File: src/hw/rtl/ngps_pkg.sv
// Shared types and constants for the NMEA position sentence parser.
// Used by the result queue and the top level.
`default_nettype none

package ngps_pkg;

	// Longest accepted sentence in bytes, counting the dollar sign and the newline.
	localparam int unsigned MAX_SENTENCE = 128;
	// Decimal fraction digits kept in the fixed-point values.
	localparam int unsigned FRAC_DIGITS = 4;

	localparam int unsigned CNT_W = 8;
	localparam int unsigned FIELD_W = 5;
	localparam int unsigned FRAC_CNT_W = 3;
	localparam int unsigned SCALE_W = 20;
	localparam int unsigned VAL_W = 32;
	localparam int unsigned PROD_W = VAL_W + SCALE_W;
	localparam int unsigned HDR_DEPTH = 5;

	localparam logic [VAL_W-1:0] MAG_LIMIT = 32'h8000_0000;
	localparam logic [VAL_W-1:0] POS_MAX = 32'h7FFF_FFFF;
	localparam logic [FIELD_W-1:0] FIELD_MAX = 5'd31;

	// Characters of the sentence syntax.
	localparam logic [7:0] CH_DOLLAR = 8'h24;
	localparam logic [7:0] CH_COMMA = 8'h2C;
	localparam logic [7:0] CH_NL = 8'h0A;
	localparam logic [7:0] CH_POINT = 8'h2E;
	localparam logic [7:0] CH_PLUS = 8'h2B;
	localparam logic [7:0] CH_MINUS = 8'h2D;
	localparam logic [7:0] CH_ZERO = 8'h30;
	localparam logic [7:0] CH_NINE = 8'h39;
	localparam logic [7:0] CH_A = 8'h41;
	localparam logic [7:0] CH_C = 8'h43;
	localparam logic [7:0] CH_G = 8'h47;
	localparam logic [7:0] CH_L = 8'h4C;
	localparam logic [7:0] CH_M = 8'h4D;
	localparam logic [7:0] CH_P = 8'h50;
	localparam logic [7:0] CH_R = 8'h52;

	// Sentence kinds as reported on the result channel.
	localparam logic [1:0] KIND_GGA = 2'd0;
	localparam logic [1:0] KIND_GLL = 2'd1;
	localparam logic [1:0] KIND_RMC = 2'd2;

	// Index of the altitude field in a GGA sentence.
	localparam logic [FIELD_W-1:0] GGA_ALT_FIELD = 5'd9;

	typedef struct packed {
		logic [1:0] sentence_kind;
		logic fix_committed;
		logic signed [VAL_W-1:0] latitude_fixed;
		logic [7:0] lat_hemisphere;
		logic signed [VAL_W-1:0] longitude_fixed;
		logic [7:0] lon_hemisphere;
		logic signed [VAL_W-1:0] altitude_fixed;
	} result_t;

	// Field index of the latitude for each sentence kind.
	function automatic logic [FIELD_W-1:0] lat_field(input logic [1:0] kind);
		logic [FIELD_W-1:0] f;
		unique case (kind)
			KIND_GGA: f = 5'd2;
			KIND_GLL: f = 5'd1;
			KIND_RMC: f = 5'd3;
			default: f = 5'd2;
		endcase
		return f;
	endfunction

	// Field index of the status character; GGA has none.
	function automatic logic [FIELD_W-1:0] status_field(input logic [1:0] kind);
		logic [FIELD_W-1:0] f;
		unique case (kind)
			KIND_GLL: f = 5'd6;
			KIND_RMC: f = 5'd2;
			default: f = 5'd0;
		endcase
		return f;
	endfunction

	// Power of ten that pads a number out to the full fraction width.
	function automatic logic [SCALE_W-1:0] pow10(input logic [FRAC_CNT_W-1:0] n);
		logic [SCALE_W-1:0] p;
		unique case (n)
			3'd0: p = 20'd1;
			3'd1: p = 20'd10;
			3'd2: p = 20'd100;
			3'd3: p = 20'd1000;
			3'd4: p = 20'd10000;
			3'd5: p = 20'd100000;
			3'd6: p = 20'd1000000;
			default: p = 20'd1;
		endcase
		return p;
	endfunction

endpackage

`default_nettype wire

File: src/hw/rtl/ngps_sym_if.sv
// Input channel of the NMEA parser: one received byte per word.
// Depends on nothing.
`default_nettype none

interface ngps_sym_if;
	logic valid;
	logic ready;
	logic [7:0] symbol;

	modport source(output valid, output symbol, input ready);
	modport sink(input valid, input symbol, output ready);
endinterface

`default_nettype wire

File: src/hw/rtl/ngps_res_if.sv
// Result channel of the NMEA parser: one finished sentence per word.
// Depends on nothing.
`default_nettype none

interface ngps_res_if;
	logic valid;
	logic ready;
	logic [1:0] sentence_kind;
	logic fix_committed;
	logic signed [31:0] latitude_fixed;
	logic [7:0] lat_hemisphere;
	logic signed [31:0] longitude_fixed;
	logic [7:0] lon_hemisphere;
	logic signed [31:0] altitude_fixed;

	modport source(output valid, output sentence_kind, output fix_committed,
		output latitude_fixed, output lat_hemisphere, output longitude_fixed,
		output lon_hemisphere, output altitude_fixed, input ready);
	modport sink(input valid, input sentence_kind, input fix_committed,
		input latitude_fixed, input lat_hemisphere, input longitude_fixed,
		input lon_hemisphere, input altitude_fixed, output ready);
endinterface

`default_nettype wire

File: src/hw/rtl/nmea_gps_sentence_parser_top.sv
// NMEA-0183 position sentence parser. Takes one received byte per word and
// returns one result word on the newline of every GGA, GLL or RMC sentence
// with talker GP. A byte is taken every clock cycle: each byte updates the
// parse state as it is taken, and results go into a two-entry queue, so
// input stalls only while two results wait on a stalled sink. Latitude,
// longitude and altitude are reported as the decimal value times 10^4,
// saturated to 32 bits; the hemisphere characters are 0 when their field
// was empty. GLL and RMC update the held position only when their status is
// 'A'. Sentences longer than 128 bytes are dropped without a result.
// Depends on ngps_pkg, ngps_sym_if, ngps_res_if and ngps_outq.
`default_nettype none

module nmea_gps_sentence_parser_top import ngps_pkg::*; (
	input logic clk,
	input logic arst_n,
	ngps_sym_if.sink symbols,
	ngps_res_if.source results
);

	typedef enum logic [2:0] {
		PH_SEARCH,
		PH_TALKER,
		PH_TYPE,
		PH_GGA,
		PH_GLL,
		PH_RMC
	} phase_t;

	phase_t phase_q, phase_nx;
	logic [CNT_W-1:0] char_cnt_q, char_cnt_nx;
	logic [7:0] hdr_q [HDR_DEPTH];
	logic [7:0] hdr_nx [HDR_DEPTH];
	logic [FIELD_W-1:0] field_q, field_nx;
	logic [VAL_W-1:0] acc_q, acc_nx;
	logic neg_q, neg_nx;
	logic point_q, point_nx;
	logic stop_q, stop_nx;
	logic [FRAC_CNT_W-1:0] fcnt_q, fcnt_nx;
	logic begun_q, begun_nx;
	logic [VAL_W-1:0] pend_val_q [3];
	logic [VAL_W-1:0] pend_val_nx [3];
	logic [7:0] pend_side_q [2];
	logic [7:0] pend_side_nx [2];
	logic status_ok_q, status_ok_nx;
	logic [VAL_W-1:0] held_val_q [3];
	logic [VAL_W-1:0] held_val_nx [3];
	logic [7:0] held_side_q [2];
	logic [7:0] held_side_nx [2];

	logic full;
	logic accept;
	logic res_fire;
	result_t res_data;
	result_t pop_data;

	logic [7:0] sym;
	logic is_digit;
	logic [VAL_W+3:0] mul10;
	logic [VAL_W-1:0] acc_digit;
	logic [SCALE_W-1:0] scale;
	logic [PROD_W-1:0] prod;
	logic [VAL_W-1:0] mag;
	logic [VAL_W-1:0] fix_val;
	logic [2:0] hdr_idx;

	assign sym = symbols.symbol;
	assign symbols.ready = !full;
	assign accept = symbols.valid && !full;

	// Accumulator times ten plus the new digit, saturating at 2^31.
	assign is_digit = (sym >= CH_ZERO) && (sym <= CH_NINE);
	assign mul10 = ({4'd0, acc_q} << 3) + ({4'd0, acc_q} << 1)
		+ {28'd0, (sym - CH_ZERO) & 8'h0F};
	assign acc_digit = (mul10 > {4'd0, MAG_LIMIT}) ? MAG_LIMIT : mul10[VAL_W-1:0];

	// The number of the field that just ended, padded to the full fraction width.
	assign scale = pow10(FRAC_CNT_W'(FRAC_DIGITS) - fcnt_q);
	assign prod = PROD_W'(acc_q) * PROD_W'(scale);
	assign mag = (prod > PROD_W'(MAG_LIMIT)) ? MAG_LIMIT : prod[VAL_W-1:0];
	assign fix_val = neg_q ? (VAL_W'(0) - mag) : ((mag >= MAG_LIMIT) ? POS_MAX : mag);

	assign hdr_idx = char_cnt_q[2:0] - 3'd1;

	always_comb begin
		logic [1:0] kind;
		logic [FIELD_W-1:0] latf;
		logic commit;
		phase_nx = phase_q;
		char_cnt_nx = char_cnt_q;
		hdr_nx = hdr_q;
		field_nx = field_q;
		acc_nx = acc_q;
		neg_nx = neg_q;
		point_nx = point_q;
		stop_nx = stop_q;
		fcnt_nx = fcnt_q;
		begun_nx = begun_q;
		pend_val_nx = pend_val_q;
		pend_side_nx = pend_side_q;
		status_ok_nx = status_ok_q;
		held_val_nx = held_val_q;
		held_side_nx = held_side_q;
		res_fire = 1'b0;
		res_data = '0;
		kind = 2'(phase_q - PH_GGA);
		latf = lat_field(kind);
		commit = 1'b0;

		if (accept) begin
			unique case (phase_q)
				PH_SEARCH: begin
					if (sym == CH_DOLLAR) begin
						char_cnt_nx = 8'd1;
						field_nx = '0;
						acc_nx = '0;
						neg_nx = 1'b0;
						point_nx = 1'b0;
						stop_nx = 1'b0;
						fcnt_nx = '0;
						begun_nx = 1'b0;
						pend_val_nx = '{default: '0};
						pend_side_nx = '{default: '0};
						status_ok_nx = 1'b0;
						phase_nx = PH_TALKER;
					end
				end
				PH_TALKER, PH_TYPE: begin
					for (int i = 0; i < HDR_DEPTH; i++) begin
						if (hdr_idx == 3'(i)) begin
							hdr_nx[i] = sym;
						end
					end
					char_cnt_nx = char_cnt_q + 8'd1;
					if (char_cnt_nx == 8'd3) begin
						phase_nx = (hdr_nx[0] == CH_G && hdr_nx[1] == CH_P)
							? PH_TYPE : PH_SEARCH;
					end else if (char_cnt_nx >= 8'd6) begin
						if (hdr_nx[2] == CH_G && hdr_nx[3] == CH_G && hdr_nx[4] == CH_A) begin
							phase_nx = PH_GGA;
						end else if (hdr_nx[2] == CH_G && hdr_nx[3] == CH_L
							&& hdr_nx[4] == CH_L) begin
							phase_nx = PH_GLL;
						end else if (hdr_nx[2] == CH_R && hdr_nx[3] == CH_M
							&& hdr_nx[4] == CH_C) begin
							phase_nx = PH_RMC;
						end else begin
							phase_nx = PH_SEARCH;
						end
					end
					if (phase_nx == PH_SEARCH) begin
						char_cnt_nx = '0;
					end
				end
				PH_GGA, PH_GLL, PH_RMC: begin
					if (char_cnt_q >= CNT_W'(MAX_SENTENCE)) begin
						phase_nx = PH_SEARCH;
						char_cnt_nx = '0;
					end else begin
						char_cnt_nx = char_cnt_q + 8'd1;
						if (sym == CH_COMMA || sym == CH_NL) begin
							// The field closes: store its number if it is one we keep.
							if (field_q == latf) begin
								pend_val_nx[0] = fix_val;
							end else if (field_q == latf + 5'd2) begin
								pend_val_nx[1] = fix_val;
							end else if (kind == KIND_GGA && field_q == GGA_ALT_FIELD) begin
								pend_val_nx[2] = fix_val;
							end
							acc_nx = '0;
							neg_nx = 1'b0;
							point_nx = 1'b0;
							stop_nx = 1'b0;
							fcnt_nx = '0;
							begun_nx = 1'b0;
							if (sym == CH_COMMA) begin
								if (field_q != FIELD_MAX) begin
									field_nx = field_q + 5'd1;
								end
							end else begin
								commit = (kind == KIND_GGA) || status_ok_q;
								if (commit) begin
									held_val_nx[0] = pend_val_nx[0];
									held_val_nx[1] = pend_val_nx[1];
									if (kind == KIND_GGA) begin
										held_val_nx[2] = pend_val_nx[2];
									end
									held_side_nx = pend_side_nx;
								end
								phase_nx = PH_SEARCH;
								char_cnt_nx = '0;
								res_fire = 1'b1;
								res_data.sentence_kind = kind;
								res_data.fix_committed = commit;
								res_data.latitude_fixed = held_val_nx[0];
								res_data.lat_hemisphere = held_side_nx[0];
								res_data.longitude_fixed = held_val_nx[1];
								res_data.lon_hemisphere = held_side_nx[1];
								res_data.altitude_fixed = held_val_nx[2];
							end
						end else begin
							// The first character of a field may be a side or status letter.
							if (!begun_q) begin
								if (field_q == latf + 5'd1) begin
									pend_side_nx[0] = sym;
								end else if (field_q == latf + 5'd3) begin
									pend_side_nx[1] = sym;
								end else if (kind != KIND_GGA && field_q == status_field(kind)) begin
									status_ok_nx = (sym == CH_A);
								end
							end
							if (!stop_q) begin
								if (is_digit) begin
									if (!point_q) begin
										acc_nx = acc_digit;
									end else if (fcnt_q < FRAC_CNT_W'(FRAC_DIGITS)) begin
										acc_nx = acc_digit;
										fcnt_nx = fcnt_q + 3'd1;
									end
								end else if (sym == CH_POINT && !point_q) begin
									point_nx = 1'b1;
								end else if ((sym == CH_MINUS || sym == CH_PLUS) && !begun_q) begin
									if (sym == CH_MINUS) begin
										neg_nx = 1'b1;
									end
								end else begin
									stop_nx = 1'b1;
								end
							end
							begun_nx = 1'b1;
						end
					end
				end
				default: begin
					phase_nx = PH_SEARCH;
					char_cnt_nx = '0;
				end
			endcase
		end
	end

	always_ff @(posedge clk or negedge arst_n) begin
		if (!arst_n) begin
			phase_q <= PH_SEARCH;
			char_cnt_q <= '0;
			field_q <= '0;
			acc_q <= '0;
			neg_q <= 1'b0;
			point_q <= 1'b0;
			stop_q <= 1'b0;
			fcnt_q <= '0;
			begun_q <= 1'b0;
			pend_val_q <= '{default: '0};
			pend_side_q <= '{default: '0};
			status_ok_q <= 1'b0;
			held_val_q <= '{default: '0};
			held_side_q <= '{default: '0};
		end else begin
			phase_q <= phase_nx;
			char_cnt_q <= char_cnt_nx;
			field_q <= field_nx;
			acc_q <= acc_nx;
			neg_q <= neg_nx;
			point_q <= point_nx;
			stop_q <= stop_nx;
			fcnt_q <= fcnt_nx;
			begun_q <= begun_nx;
			pend_val_q <= pend_val_nx;
			pend_side_q <= pend_side_nx;
			status_ok_q <= status_ok_nx;
			held_val_q <= held_val_nx;
			held_side_q <= held_side_nx;
		end
	end

	// Header bytes are always written before they are compared.
	always_ff @(posedge clk) begin
		hdr_q <= hdr_nx;
	end

	ngps_outq u_outq (
		.clk(clk),
		.arst_n(arst_n),
		.push(res_fire),
		.push_data(res_data),
		.full(full),
		.pop_valid(results.valid),
		.pop_ready(results.ready),
		.pop_data(pop_data)
	);

	assign results.sentence_kind = pop_data.sentence_kind;
	assign results.fix_committed = pop_data.fix_committed;
	assign results.latitude_fixed = pop_data.latitude_fixed;
	assign results.lat_hemisphere = pop_data.lat_hemisphere;
	assign results.longitude_fixed = pop_data.longitude_fixed;
	assign results.lon_hemisphere = pop_data.lon_hemisphere;
	assign results.altitude_fixed = pop_data.altitude_fixed;

endmodule

`default_nettype wire

File: src/hw/rtl/ngps_outq.sv
// Two-entry result queue that decouples the parser from a stalled sink.
// Depends on ngps_pkg for the result word type.
`default_nettype none

module ngps_outq import ngps_pkg::*; (
	input logic clk,
	input logic arst_n,
	input logic push,
	input result_t push_data,
	output logic full,
	output logic pop_valid,
	input logic pop_ready,
	output result_t pop_data
);

	result_t ent_q [2];
	logic wr_ptr_q;
	logic rd_ptr_q;
	logic [1:0] cnt_q;
	logic pop;

	assign pop = pop_valid && pop_ready;
	assign pop_valid = (cnt_q != 2'd0);
	assign full = (cnt_q == 2'd2);
	assign pop_data = ent_q[rd_ptr_q];

	always_ff @(posedge clk or negedge arst_n) begin
		if (!arst_n) begin
			wr_ptr_q <= 1'b0;
			rd_ptr_q <= 1'b0;
			cnt_q <= 2'd0;
		end else begin
			if (push) begin
				wr_ptr_q <= !wr_ptr_q;
			end
			if (pop) begin
				rd_ptr_q <= !rd_ptr_q;
			end
			if (push && !pop) begin
				cnt_q <= cnt_q + 2'd1;
			end else if (pop && !push) begin
				cnt_q <= cnt_q - 2'd1;
			end
		end
	end

	always_ff @(posedge clk) begin
		if (push) begin
			ent_q[wr_ptr_q] <= push_data;
		end
	end

endmodule

`default_nettype wire
File: src/flat_wrapper.sv
// flat-port wrapper written by rule: the top's interface ports become plain ports
module nmea_gps_sentence_parser_top_flat import ngps_pkg::*;
  (clk, arst_n, symbols_valid, symbols_symbol, symbols_ready, results_valid, results_sentence_kind, results_fix_committed, results_latitude_fixed, results_lat_hemisphere, results_longitude_fixed, results_lon_hemisphere, results_altitude_fixed, results_ready);
  ngps_sym_if symbols_i ();
  ngps_res_if results_i ();
  input logic clk;
  input logic arst_n;
  input wire logic [$bits(symbols_i.valid)-1:0] symbols_valid;
  input wire logic [$bits(symbols_i.symbol)-1:0] symbols_symbol;
  output wire logic [$bits(symbols_i.ready)-1:0] symbols_ready;
  output wire logic [$bits(results_i.valid)-1:0] results_valid;
  output wire logic [$bits(results_i.sentence_kind)-1:0] results_sentence_kind;
  output wire logic [$bits(results_i.fix_committed)-1:0] results_fix_committed;
  output wire logic [$bits(results_i.latitude_fixed)-1:0] results_latitude_fixed;
  output wire logic [$bits(results_i.lat_hemisphere)-1:0] results_lat_hemisphere;
  output wire logic [$bits(results_i.longitude_fixed)-1:0] results_longitude_fixed;
  output wire logic [$bits(results_i.lon_hemisphere)-1:0] results_lon_hemisphere;
  output wire logic [$bits(results_i.altitude_fixed)-1:0] results_altitude_fixed;
  input wire logic [$bits(results_i.ready)-1:0] results_ready;
  assign symbols_i.valid = symbols_valid;
  assign symbols_i.symbol = symbols_symbol;
  assign symbols_ready = symbols_i.ready;
  assign results_valid = results_i.valid;
  assign results_sentence_kind = results_i.sentence_kind;
  assign results_fix_committed = results_i.fix_committed;
  assign results_latitude_fixed = results_i.latitude_fixed;
  assign results_lat_hemisphere = results_i.lat_hemisphere;
  assign results_longitude_fixed = results_i.longitude_fixed;
  assign results_lon_hemisphere = results_i.lon_hemisphere;
  assign results_altitude_fixed = results_i.altitude_fixed;
  assign results_i.ready = results_ready;
  nmea_gps_sentence_parser_top u_core (.clk(clk), .arst_n(arst_n), .symbols(symbols_i), .results(results_i));
endmodule
File: config.mk
export PLATFORM = sky130hd
export DESIGN_NAME = nmea_gps_sentence_parser_top_flat
export DESIGN_NICKNAME = d
export VERILOG_FILES = /design/src/hw/rtl/ngps_pkg.sv /design/src/hw/rtl/ngps_sym_if.sv /design/src/hw/rtl/ngps_res_if.sv /design/src/hw/rtl/nmea_gps_sentence_parser_top.sv /design/src/hw/rtl/ngps_outq.sv /design/src/flat_wrapper.sv
export SDC_FILE = /design/constraint.sdc
export NUM_CORES = 2
export LEC_CHECK = 0
export BUFFER_PORTS_ARGS = -buffer_cell sky130_fd_sc_hd__buf_2
export CORE_UTILIZATION = 60
export DETAILED_ROUTE_END_ITERATION = 10
export MAX_ROUTING_LAYER = met4
export PLACE_DENSITY = 0.77
export SETUP_SLACK_MARGIN = 0.15
export SYNTH_ARGS = -nofsm -noshare
export SYNTH_HDL_FRONTEND = slang
export SYNTH_SLANG_ARGS = --single-unit
File: constraint.sdc
create_clock -name clk -period 14.03 [get_ports clk]
set_clock_uncertainty 0.2 [all_clocks]
set_input_delay 0.7015 -clock clk [delete_from_list [all_inputs] [get_ports clk]]
set_output_delay 0.7015 -clock clk [all_outputs]
set_load 0.02 [all_outputs]
==> flow_metrics.tcl <==
set metrics [dict create \
    grt_pass1_wl_um 195000 \
    avgSynthCellArea_um2 9.84 \
    ys_seq_area_share_pct 32.3 \
    hpwl_um 92000 \
    drt_iter0_markers 3478 \
    instances_no_fill 5870 \
    hold_depth 3 \
    cp.arrival_ns 13.27 \
    synth_edf_count 270 \
    grt_max_degree 84 \
    grt_antenna_before_repair 3 \
    dp.cells 5762 \
    clock_latency_ns 0.64 \
    postCtsSetupRepairBufs 0 \
    clock_sinks 554 \
    hold_viol_final 0 \
    vias 35400 \
    gr-usage-all-layers_pct 32.4 \
    vias_per_cell 6.02 \
    async_flop_share_pct 51.3 \
    worstMarginPinSlew_ns 1.34 \
    max_clock_freq_ghz 0.0761 \
    synth_area_mm2 0.0472 \
    gp_congestion 0.996 \
    area_delta_synth_final_pct 7.25 \
    h-tree-depth 2 \
    status "complete, no violations" \
    fin_setup_tns_ns 0 \
    crit_path_max_incr_delay_ns 0.59 \
    dp_slack_ns 0.567 \
    cts_tree "yes" \
    setup_viol 0 \
    slew_headroom_pct 10.6 \
    die_h_um 282 \
    path_clk_slew_ns 0.06 \
    p_per_area_mw_per_mm2 90.8 \
    wl_per_cell_um 21.1 \
    cp_max_fo 20 \
    crit_type "reg2reg" \
    cp-start-kind "register" \
    drv_slew 0 \
    end_kind "register" \
    port_buffers 128 \
    cts_root_buffer "clkbuf_16" \
    synthFlopType "dfrtp_1" \
    antenna_left 0 \
    ys_types 98 \
    vdd_drop_max_v 0.0000873 \
    cts_buffer_depth 3 \
    worst_path_most_repeated_cell "fa_1" \
    min_path_type "in2reg" \
    overflow 0 \
    synth_warnings 0 \
    synthCells 4792 \
    n_fill_cell 6190 \
    drtPass1Iterations 6 \
    rr_worst_depth 42 \
    drt-total-wl_um 124000 \
    leakage_nw 23.6 \
    period_minus_slack_ns 13.14 \
    synth-seq-cells 554 \
    critPathRequiredTime_ns 14.16 \
    initial_utilization_pct 60.8 \
    rsz0062_at_grt "false" \
    dieArea_mm2 0.0797 \
    slowest_stage "or3_1" \
    rows 102 \
    cap_violations 0 \
    timing.final.crit_share_pct 93.6 \
    fin_nets 5546 \
    route.detailed.drc 0 \
    synth_fp_nets 5558 \
    drive_gt1_share_pct 11.3 \
    die_x_um 282 \
    core_area_mm2 0.0776 \
    cts_inserted_buffers 55 \
    setup_ws_ns 0.891 \
    io_pins 129 \
    grt_pass1_vias 35400 \
]
final cells by class:
type,instances,area (um^2),share of cell area (%)
Antenna cell,3,7.51,0.0148
Tap cell,1040,1300,2.57
Inverter,622,2330,4.62
Clock inverter,30,353,0.698
Sequential cell,554,15200,30.1
Timing Repair Buffer,184,1070,2.12
Clock buffer,74,1540,3.04
Multi-Input combinational cell,3363,28800,56.9
state kept, by name (all words and copies together) (netlist names):
signal	cells
u_core.u_outq.ent_q	230
u_core.held_val_q	96
u_core.pend_val_q	96
u_core.hdr_q	40
u_core.acc_q	32
u_core.held_side_q	16
u_core.pend_side_q	16
u_core.char_cnt_q	8
u_core.field_q	5
u_core.fcnt_q	3
u_core.phase_q	3
u_core.u_outq.cnt_q	2
u_core.begun_q	1
u_core.neg_q	1
u_core.point_q	1
u_core.status_ok_q	1
u_core.stop_q	1
u_core.u_outq.rd_ptr_q	1
u_core.u_outq.wr_ptr_q	1
synthesized netlist by cell type (53+ instances only):
master,instances,share of area (%)
fa_1,474,20
edfxtp_1,270,17
a21oi_1,187,2.0
inv_1,622,4.9
o21ai_0,237,2.5
and2_1,206,2.7
clkbuf_1,232,1.8
ha_1,280,7.4
nand2_1,625,5.0
a21o_1,53,0.84
and3_1,83,1.1
dfrtp_1,284,15
mux2_2,176,4.2
nand3_1,68,0.72
nor2_1,207,1.6
metal layers:
| layer | wire length [um] | vias up | global-route usage, % |
|---|---|---|---|
| met5 | 0 | - | - |
| met4 | 4310 | 0 | 11.1 |
| met3 | 10100 | 228 | 5.01 |
| met2 | 57900 | 1460 | 49.9 |
| met1 | 51600 | 17600 | 43.8 |
| li1 | - | 16100 | - |
cell families after synthesis:
| family | Yosys count | synth area share, % |
|---|---|---|
| mux | 213 | 5.00 |
| buf+inv | 875 | 7.02 |
| xor+xnor | 79 | 1.47 |
| flops | 554 | 32.3 |
| compound gates | 853 | 11.7 |
| fa+ha+maj | 754 | 27.5 |
| simple gates | 1464 | 15.0 |
per-stage QoR:
step	utilization, %	hold WS (ns)	instance area, um^2	power, W
CTS	65.1	0.130	50500	0.00459
global placement	62.7	0.250	48600	0.00305
global route	65.2	0.161	50600	0.00478
floorplan	-	0.206	47200	0.00273
finish	65.2	0.146	50600	0.00459
detailed placement	62.7	0.262	48600	0.00307
path summary, 6_finish.rpt:
check / from / to / slack (ns)
max in group asynchronous: arst_n / u_core.u_outq.rd_ptr_q / 11.60
setup / recovery: u_core.fcnt_q[0] / u_core.u_outq.ent_q[1][30] / 0.89
hold reg to reg: u_core.held_side_q[9] / u_core.held_side_q[9] / 0.28
setup reg to reg: u_core.fcnt_q[0] / u_core.u_outq.ent_q[1][30] / 0.89
hold / removal: results_ready / u_core.u_outq.rd_ptr_q / 0.15
min in group asynchronous: arst_n / u_core.held_val_q[1] / 0.46
report_power, final:
group,internal [W],switching [W]
clock,0.000887,0.000636
combinational,0.000400,0.000791
sequential,0.00180,0.0000839
timing repair:
action / CTS / global route
resized for setup: 0 / 9
hold buffers: 1 / 0
endpoints found under the hold margin: 73 / 0
endpoints found under the setup margin: 0 / 67
critical path: cells and delay by family (launching register included):
family                     cells  cell delay, ns
adders and majority gates     11            5.01
and+or+nand+nor               15            3.81
AOI/OAI and AO/OA              9            2.46
buffers and inverters          6            0.54
DFF                            1            0.46
muxes                          1            0.39
cells in the final DEF, fill, tap and decap left out, drive strengths merged, types with 53 or more instances in the layout:
| cell | count |
|---|---|
| dfrtp | 284 |
| nor2 | 207 |
| and2 | 208 |
| a21o | 55 |
| buf | 183 |
| a21oi | 191 |
| nand2 | 625 |
| o21ai | 256 |
| a31oi | 53 |
| mux2 | 176 |
| nand3 | 68 |
| ha | 280 |
| and3 | 83 |
| fa | 474 |
| clkbuf | 74 |
| inv | 625 |
| edfxtp | 270 |
Power figures use the tool's default switching activity.
